$ cat config.mk
export PLATFORM = sky130hd
export DESIGN_NAME = i2c_target_bus_sampler
export DESIGN_NICKNAME = d
export VERILOG_FILES = /design/src/rtl/core/i2cts_pkg.sv /design/src/rtl/core/i2cts_in_reg.sv /design/src/rtl/core/i2cts_core.sv /design/src/rtl/core/i2cts_out_reg.sv /design/src/rtl/core/i2c_target_bus_sampler.sv
export SDC_FILE = /design/constraint.sdc
export NUM_CORES = 1
export LEC_CHECK = 0
export BUFFER_PORTS_ARGS = -buffer_cell sky130_fd_sc_hd__buf_2
export CORE_ASPECT_RATIO = 1.4
export CORE_MARGIN = 10
export CORE_UTILIZATION = 59
export CTS_CLUSTER_SIZE = 24
export DETAILED_ROUTE_END_ITERATION = 10
export PLACE_DENSITY = 0.82
export SYNTH_ARGS = -nofsm -noshare
export SYNTH_HDL_FRONTEND = slang
export SYNTH_SLANG_ARGS = --single-unit
$ cat constraint.sdc
create_clock -name clk -period 3.4 [get_ports clk]
set_clock_uncertainty 0.1 [all_clocks]
set_input_delay 0.17 -clock clk [delete_from_list [all_inputs] [get_ports clk]]
set_output_delay 0.17 -clock clk [all_outputs]
set_load 0.05 [all_outputs]
$ cat src/rtl/core/i2cts_pkg.sv
// ----------------------------------------------------------------------------
// i2cts_pkg
// Shared types and constants for the I2C target bus sampler.
// ----------------------------------------------------------------------------
package i2cts_pkg;

	// Byte counter width; byte_index shows its low eight bits
	localparam int IDX_W = 8;

	// Configuration register widths and indexes
	localparam int CFG_W     = 64;
	localparam int CFG_IDX_W = 1;
	localparam logic [CFG_IDX_W-1:0] CFG_PRESENT_LOW  = 1'b0;
	localparam logic [CFG_IDX_W-1:0] CFG_PRESENT_HIGH = 1'b1;

	// Bit phase codes: idle, first bit slot, ack slot
	localparam logic [3:0] PH_IDLE  = 4'd0;
	localparam logic [3:0] PH_FIRST = 4'd1;
	localparam logic [3:0] PH_ACK   = 4'd9;

	// Byte shifted out for an absent target
	localparam logic [7:0] ABSENT_BYTE = 8'hff;

	// Input sample, lowest field in the lowest bits
	typedef struct packed {
		logic       write_ok;
		logic [7:0] read_data;
		logic       sda;
		logic       scl;
	} item_t;

	// Result, lowest field in the lowest bits
	typedef struct packed {
		logic [7:0] write_data;
		logic [7:0] byte_index;
		logic [6:0] target_addr;
		logic       write_req;
		logic       read_req;
		logic       sda_drive;
	} result_t;

	localparam int ITEM_W   = $bits(item_t);
	localparam int RESULT_W = $bits(result_t);
	localparam int S_DATA_W = ((ITEM_W + 7) / 8) * 8;
	localparam int M_DATA_W = ((RESULT_W + 7) / 8) * 8;

endpackage

$ cat src/rtl/core/i2cts_in_reg.sv
// ----------------------------------------------------------------------------
// i2cts_in_reg
// Input register: holds one line sample until the update logic takes it.
// ----------------------------------------------------------------------------
module i2cts_in_reg (
	input  logic                  clk,
	input  logic                  arst_n,
	input  logic                  s_tvalid,
	output logic                  s_tready,
	input  i2cts_pkg::item_t      s_item,
	input  logic                  out_ready,
	output logic                  valid_s1,
	output i2cts_pkg::item_t      item_s1
);

	// Free when empty or when the held sample moves on this cycle
	assign s_tready = !valid_s1 || out_ready;

	always_ff @(posedge clk or negedge arst_n) begin
		if (!arst_n) begin
			valid_s1 <= 1'b0;
		end else if (s_tvalid && s_tready) begin
			valid_s1 <= 1'b1;
		end else if (out_ready) begin
			valid_s1 <= 1'b0;
		end
	end

	// Payload, no reset
	always_ff @(posedge clk) begin
		if (s_tvalid && s_tready) begin
			item_s1 <= s_item;
		end
	end

endmodule

$ cat src/rtl/core/i2cts_core.sv
// ----------------------------------------------------------------------------
// i2cts_core
// Bus state, presence map and the single-pass update for one line sample.
// ----------------------------------------------------------------------------
module i2cts_core (
	input  logic                                 clk,
	input  logic                                 arst_n,
	input  logic                                 cfg_we,
	input  logic [i2cts_pkg::CFG_IDX_W-1:0]      cfg_idx,
	input  logic [i2cts_pkg::CFG_W-1:0]          cfg_wdata,
	input  logic                                 step,
	input  i2cts_pkg::item_t                     item,
	output i2cts_pkg::result_t                   result
);

	logic [i2cts_pkg::CFG_W-1:0] present_low_q;
	logic [i2cts_pkg::CFG_W-1:0] present_high_q;

	logic                        last_clock_q;
	logic                        last_data_q;
	logic                        last_drive_q;
	logic [3:0]                  phase_q;
	logic [i2cts_pkg::IDX_W-1:0] cnt_q;
	logic                        reading_q;
	logic [7:0]                  shift_q;
	logic [7:0]                  addr_q;

	logic                        drive_n;
	logic [3:0]                  phase_n;
	logic [i2cts_pkg::IDX_W-1:0] cnt_n;
	logic                        reading_n;
	logic [7:0]                  shift_n;
	logic [7:0]                  addr_n;

	logic [127:0]                pmap;
	logic                        pres_cur;
	logic                        pres_new;
	logic                        is_stop;
	logic                        is_start;
	logic                        is_rise;
	logic [7:0]                  rd_byte;
	logic                        rreq;
	logic                        wreq;
	logic [7:0]                  wdata;
	logic                        idx_pre;

	// Configuration writes
	always_ff @(posedge clk or negedge arst_n) begin
		if (!arst_n) begin
			present_low_q  <= '0;
			present_high_q <= '0;
		end else if (cfg_we) begin
			case (cfg_idx)
				i2cts_pkg::CFG_PRESENT_LOW:  present_low_q  <= cfg_wdata;
				i2cts_pkg::CFG_PRESENT_HIGH: present_high_q <= cfg_wdata;
				default: ;
			endcase
		end
	end

	// Presence lookups for the held address and a freshly received one
	assign pmap     = {present_high_q, present_low_q};
	assign pres_cur = pmap[addr_q[7:1]];
	assign pres_new = pmap[shift_q[7:1]];

	// Bus conditions from previous and current levels
	assign is_stop  = last_clock_q && item.scl && !last_data_q && item.sda;
	assign is_start = last_clock_q && item.scl && last_data_q && !item.sda;
	assign is_rise  = !last_clock_q && item.scl && (last_data_q == item.sda) &&
	                  (phase_q != i2cts_pkg::PH_IDLE);

	// Byte to shift out: fetched at the first slot, else the shifter
	always_comb begin
		if (phase_q == i2cts_pkg::PH_FIRST) begin
			rd_byte = pres_cur ? item.read_data : i2cts_pkg::ABSENT_BYTE;
		end else begin
			rd_byte = shift_q;
		end
	end

	// Next state and result fields
	always_comb begin
		drive_n   = last_drive_q;
		phase_n   = phase_q;
		cnt_n     = cnt_q;
		reading_n = reading_q;
		shift_n   = shift_q;
		addr_n    = addr_q;
		rreq      = 1'b0;
		wreq      = 1'b0;
		wdata     = 8'h00;
		idx_pre   = 1'b0;
		if (is_stop) begin
			phase_n = i2cts_pkg::PH_IDLE;
			drive_n = 1'b1;
		end else if (is_start) begin
			phase_n   = i2cts_pkg::PH_FIRST;
			cnt_n     = '0;
			reading_n = 1'b0;
			drive_n   = 1'b1;
		end else if (is_rise) begin
			drive_n = 1'b1;
			if (reading_q) begin
				if (phase_q != i2cts_pkg::PH_ACK) begin
					// read bit slot: MSB first, absent target sends ones
					rreq    = (phase_q == i2cts_pkg::PH_FIRST) && pres_cur;
					drive_n = rd_byte[7];
					shift_n = {rd_byte[6:0], 1'b0};
					phase_n = phase_q + 4'd1;
				end else begin
					// master ack slot, not checked
					cnt_n   = cnt_q + i2cts_pkg::IDX_W'(1);
					phase_n = i2cts_pkg::PH_FIRST;
				end
			end else begin
				if (phase_q != i2cts_pkg::PH_ACK) begin
					shift_n = {shift_q[6:0], item.sda};
					phase_n = phase_q + 4'd1;
				end else begin
					// ack slot: address byte, or write byte to the device
					if (cnt_q == '0) begin
						addr_n = shift_q;
						if (shift_q[0]) begin
							reading_n = 1'b1;
						end
						drive_n = !pres_new;
					end else if (pres_cur) begin
						wreq    = 1'b1;
						wdata   = shift_q;
						drive_n = !item.write_ok;
					end else begin
						drive_n = 1'b1;
					end
					idx_pre = 1'b1;
					cnt_n   = cnt_q + i2cts_pkg::IDX_W'(1);
					phase_n = i2cts_pkg::PH_FIRST;
				end
			end
		end
	end

	always_comb begin
		result.sda_drive   = drive_n;
		result.read_req    = rreq;
		result.write_req   = wreq;
		result.target_addr = addr_n[7:1];
		result.byte_index  = idx_pre ? 8'(cnt_q) : 8'(cnt_n);
		result.write_data  = wdata;
	end

	// State update, one sample per step
	always_ff @(posedge clk or negedge arst_n) begin
		if (!arst_n) begin
			last_clock_q <= 1'b0;
			last_data_q  <= 1'b0;
			last_drive_q <= 1'b0;
			phase_q      <= i2cts_pkg::PH_IDLE;
			cnt_q        <= '0;
			reading_q    <= 1'b0;
			shift_q      <= 8'h00;
			addr_q       <= 8'h00;
		end else if (step) begin
			last_clock_q <= item.scl;
			last_data_q  <= item.sda;
			last_drive_q <= drive_n;
			phase_q      <= phase_n;
			cnt_q        <= cnt_n;
			reading_q    <= reading_n;
			shift_q      <= shift_n;
			addr_q       <= addr_n;
		end
	end

endmodule

$ cat src/rtl/core/i2cts_out_reg.sv
// ----------------------------------------------------------------------------
// i2cts_out_reg
// Result register on the master side; the update logic stalls while it waits.
// ----------------------------------------------------------------------------
module i2cts_out_reg (
	input  logic                  clk,
	input  logic                  arst_n,
	input  logic                  load,
	input  i2cts_pkg::result_t    result,
	output logic                  out_ready,
	output logic                  m_tvalid,
	input  logic                  m_tready,
	output i2cts_pkg::result_t    result_s2
);

	// Can take a result when empty or when the held one leaves now
	assign out_ready = !m_tvalid || m_tready;

	always_ff @(posedge clk or negedge arst_n) begin
		if (!arst_n) begin
			m_tvalid <= 1'b0;
		end else if (load) begin
			m_tvalid <= 1'b1;
		end else if (m_tready) begin
			m_tvalid <= 1'b0;
		end
	end

	// Payload, no reset
	always_ff @(posedge clk) begin
		if (load) begin
			result_s2 <= result;
		end
	end

endmodule

$ cat src/rtl/core/i2c_target_bus_sampler.sv
// ----------------------------------------------------------------------------
// i2c_target_bus_sampler
// Bit-level I2C target working on sampled SCL/SDA levels.
// ----------------------------------------------------------------------------
// Usage:
//   s_* carries one sample of SCL and SDA per transaction, along with the
//   device's read byte and write acceptance. m_* returns one result per
//   sample: the SDA drive level, read/write request strobes, the target
//   address, the byte index and the received write byte.
//   cfg_we/cfg_idx/cfg_wdata load the 128-bit presence map as two 64-bit
//   registers; write them only while no sample is in flight.
//   Throughput: one sample per cycle while m_tready is high; each sample
//   passes an input register, a single bus update pass and a result register.
//   Reset clears the bus state, the presence map and the valid flags of both
//   registers; the first result after reset always drives SDA low.
//   When m_tready is low the result is held, one more sample is taken into
//   the input register if it is empty, and s_tready stays low until the
//   result leaves.
// ----------------------------------------------------------------------------
module i2c_target_bus_sampler (
	input  logic                                clk,
	input  logic                                arst_n,
	input  logic                                cfg_we,
	input  logic [i2cts_pkg::CFG_IDX_W-1:0]     cfg_idx,
	input  logic [i2cts_pkg::CFG_W-1:0]         cfg_wdata,
	input  logic                                s_tvalid,
	output logic                                s_tready,
	// scl[0], sda[1], read_data[9:2], write_ok[10], zero fill
	input  logic [i2cts_pkg::S_DATA_W-1:0]      s_tdata,
	output logic                                m_tvalid,
	input  logic                                m_tready,
	// sda_drive[0], read_req[1], write_req[2], target_addr[9:3],
	// byte_index[17:10], write_data[25:18], zero fill
	output logic [i2cts_pkg::M_DATA_W-1:0]      m_tdata
);

	i2cts_pkg::item_t   s_item;
	i2cts_pkg::item_t   item_s1;
	i2cts_pkg::result_t result;
	i2cts_pkg::result_t result_s2;
	logic               valid_s1;
	logic               out_ready;
	logic               step;

	assign s_item = i2cts_pkg::item_t'(s_tdata[i2cts_pkg::ITEM_W-1:0]);
	assign step   = valid_s1 && out_ready;

	i2cts_in_reg u_in (
		.clk       (clk),
		.arst_n    (arst_n),
		.s_tvalid  (s_tvalid),
		.s_tready  (s_tready),
		.s_item    (s_item),
		.out_ready (out_ready),
		.valid_s1  (valid_s1),
		.item_s1   (item_s1)
	);

	i2cts_core u_core (
		.clk       (clk),
		.arst_n    (arst_n),
		.cfg_we    (cfg_we),
		.cfg_idx   (cfg_idx),
		.cfg_wdata (cfg_wdata),
		.step      (step),
		.item      (item_s1),
		.result    (result)
	);

	i2cts_out_reg u_out (
		.clk       (clk),
		.arst_n    (arst_n),
		.load      (step),
		.result    (result),
		.out_ready (out_ready),
		.m_tvalid  (m_tvalid),
		.m_tready  (m_tready),
		.result_s2 (result_s2)
	);

	assign m_tdata = {{(i2cts_pkg::M_DATA_W - i2cts_pkg::RESULT_W){1'b0}}, result_s2};

endmodule

==> results.yml <==
worst_setup_path:
  cp_max_fo: 12
  path_buf_inv: 1
  end_kind: "register"
  crit_type: "reg2reg"
  cp.required_ps: 3590
  worst-r2r-cell-count: 8
  reg2reg_from: "u_core.shift_q[1]"
  startpoint_type: "register"
  reg2reg_slack_ps: 540
  arrival_ps: 3050
  r2r-end: "u_out.result_s2[0]"
  critPathMaxStageDelay_ps: 660
  slowest_stage: "dfrtp_2"
  path_delay_family: "compound AO/OA/AOI/OAI gates"
  cp_cell_sequence: "buf_4 > mux4_2 > or2_0 > a31o_2 > o2111ai_1 > o32ai_1 > a211o_1 > nor2_1"
flow_run:
  max-cap-violations: 0
place:
  dp_hpwl_um: 18320
  port_buffers: 108
  dpl_worst_slack_ps: 572.6
  numPlacedInstances: 1063
  gp_congestion: 0.8939
  dpl_cell_area_um2: 10980
cells_and_area:
  fill_cells: 1085
  instances_no_fill: 1176
  drive_gt1_share_pct: 39.28
  syn_to_final_growth_pct: 21.14
  nets: 1020
  fin_area_um2: 12370
clock_network:
  cts_max_level: 4
  clk_pin_slew_ps: 70
  post_cts_buffers: 0
  clock_latency_ps: 440
  root_buffer: "clkbuf_16"
  clk_path_buf_depth: 2
  cts_buffers: 17
  ctsResizeCount: 0
  cts_tree: "yes"
  clock_sinks: 198
synth:
  synthCells: 745
  ys_types: 62
  mappedNetlistArea_um2: 10210
  synth_seq_cells: 198
  async_reset_ff_share_pct: 81.31
  ys_seq_area_share_pct: 50.32
  ys.flop_type: "dfrtp_1"
  yosys_warnings: 0
  synth_edf_count: 37
  avgSynthCellArea_um2: 13.71
route:
  route.vias.total: 7276
  drc: 0
  drt_wl_total_um: 26900
  wl_per_cell_um: 22.88
  first_pass_iters: 5
  drtIter0Drc: 649
  via_per_inst: 6.187
  antenna_left: 0
die:
  die_height_um: 175.7
  die_width_um: 131.2
  start_util_pct: 60.48
  rows: 56
  core_um2: 16890
  ios: 120
  die_area_um2: 23050
timing:
  layout_min_cycle_time_ps: 2857
  tns_ps: 0
  rsz0062_at_grt: "false"
  hold_viol: 0
  worst_pin_slew_ps: 876.0
  setup_slack_ps: 543.4
  setup_viol: 0
  whs_ps: 255.7
  drv_slew: 0
  max_freq_mhz: 350.1
  period_share_pct: 84.02
  relSlewSlack_pct: 41.60
grt:
  grt_pass1_wl_um: 42950
  antenna_found_initial: 2
  grt_usage_pct: 23.26
  grt_pass1_vias: 8044
  grt_start_max_net_pins: 86
  grt-ovfl-total: 0
power_and_ir_drop:
  leakagePower_uw: 0.005051
  irDropWorstVdd_mv: 0.3649
  powerDensity_nw_per_um2: 554.7
outcome:
  status: "finished, final reports clean"
worst_hold_path:
  worstHoldPathType: "in2async"
==> cell type report <==
cell class | instances | area [um2] | share of cell area (%)
Timing Repair Buffer | 208 | 1545 | 12.49
Clock inverter | 12 | 140.1 | 1.133
Sequential cell | 198 | 5142 | 41.56
Multi-Input combinational cell | 494 | 4756 | 38.44
Antenna cell | 2 | 5.005 | 0.04045
Tap cell | 232 | 290.3 | 2.346
Inverter | 10 | 37.54 | 0.3034
Clock buffer | 20 | 456.7 | 3.691
==> power by group <==
part / internal (uW) / total [uW] / leakage (uW) / switching (uW)
sequential: 2730 / 3090 / 0.00230 / 361
clock: 1140 / 2040 / 0.000293 / 903
combinational: 910 / 1740 / 0.00246 / 826
total: 4770 / 6860 / 0.00505 / 2090
==> stage by stage <==
stage / utilization [%] / power (uW)
after floorplan: - / 4210
after CTS: 73.24 / 6867
after detailed placement: 65.03 / 4753
after global placement: 65.03 / 4657
final: 73.27 / 6863
after global routing: 73.27 / 7129
==> cell usage after synthesis, types with 10 or more instances <==
cell | number | area share [%]
dfrtp_1 | 161 | 39
mux2_2 | 136 | 15
nand2_1 | 69 | 2.5
mux4_2 | 55 | 12
mux2i_1 | 40 | 3.9
edfxtp_1 | 37 | 11
clkbuf_1 | 26 | 0.96
o21ai_0 | 24 | 1.2
nor2_1 | 22 | 0.81
o31ai_1 | 12 | 0.88
inv_1 | 10 | 0.37
o21ai_1 | 10 | 0.49
==> metal layers <==
metal	wire (um)	vias to the layer above	global-route usage, %	share of wire [%]
met5	0	-	0	0
met4	952	0	11.09	3.5
met3	1372	76	4.312	5.1
met2	14680	325	42.27	55
met1	9891	3702	25.61	37
li1	-	3173	-	-
==> cell usage in the layout (no fill, tap or decap), types with 17 or more instances in the layout <==
master / netlist / final
buf_2: 3 / 107
buf_4: 8 / 17
clkbuf_16: 0 / 17
dfrtp_1: 161 / 159
dlygate4sd3_1: 0 / 79
edfxtp_1: 37 / 37
mux2_2: 136 / 136
mux2i_1: 40 / 40
mux4_2: 55 / 55
nand2_1: 69 / 68
nor2_1: 22 / 22
o21ai_0: 24 / 24
==> what timing repair did <==
| action | in CTS | in global routing |
|---|---|---|
| hold endpoints to repair | 224 | 0 |
| hold buffers | 79 | 0 |
| setup endpoints to repair | 0 | 0 |
==> state kept, by name (all words and copies together), names as in the netlist <==
signal,cells
u_out.m_tvalid,1
u_core.addr_q,7
u_core.phase_q,4
u_in.valid_s1,1
u_core.cnt_q,8
u_in.item_s1,11
u_core.last_drive_q,1
u_core.last_clock_q,1
u_core.present_high_q,64
u_out.result_s2,26
u_core.shift_q,8
u_core.present_low_q,64
u_core.last_data_q,1
u_core.reading_q,1
==> kinds of logic after synthesis <==
logic type      count (synthesis)  synth area share (%)
mux                           233                 31.56
other cells                     1               0.03672
fa+ha+maj                       5                0.6125
flops                         198                 50.32
simple gates                  159                 7.938
compound gates                 90                 6.052
xor+xnor                        1               0.08577
buf+inv                        58                 3.393
==> how the worst max path moves through the flow <==
stage                      startpoint                  end  cells after the start
CTS                 u_core.shift_q[1]   u_out.result_s2[0]                      8
floorplan              u_out.m_tvalid   u_out.result_s2[0]                      5
finish              u_core.shift_q[1]   u_out.result_s2[0]                      8
global route        u_core.shift_q[1]   u_out.result_s2[0]                      8
global placement    u_core.shift_q[1]   u_out.result_s2[0]                      8
detailed placement   u_core.addr_q[1]  u_out.result_s2[18]                      8
==> worst register-to-register path, delay by kind of cell, from the launching register on <==
| family | cells | cell delay, ps |
|---|---|---|
| and+or+nand+nor | 2 | 340 |
| DFF | 1 | 660 |
| buffers and inverters | 1 | 260 |
| AOI/OAI and AO/OA | 4 | 840 |
| muxes | 1 | 500 |
(Power assumes the default switching activity.)
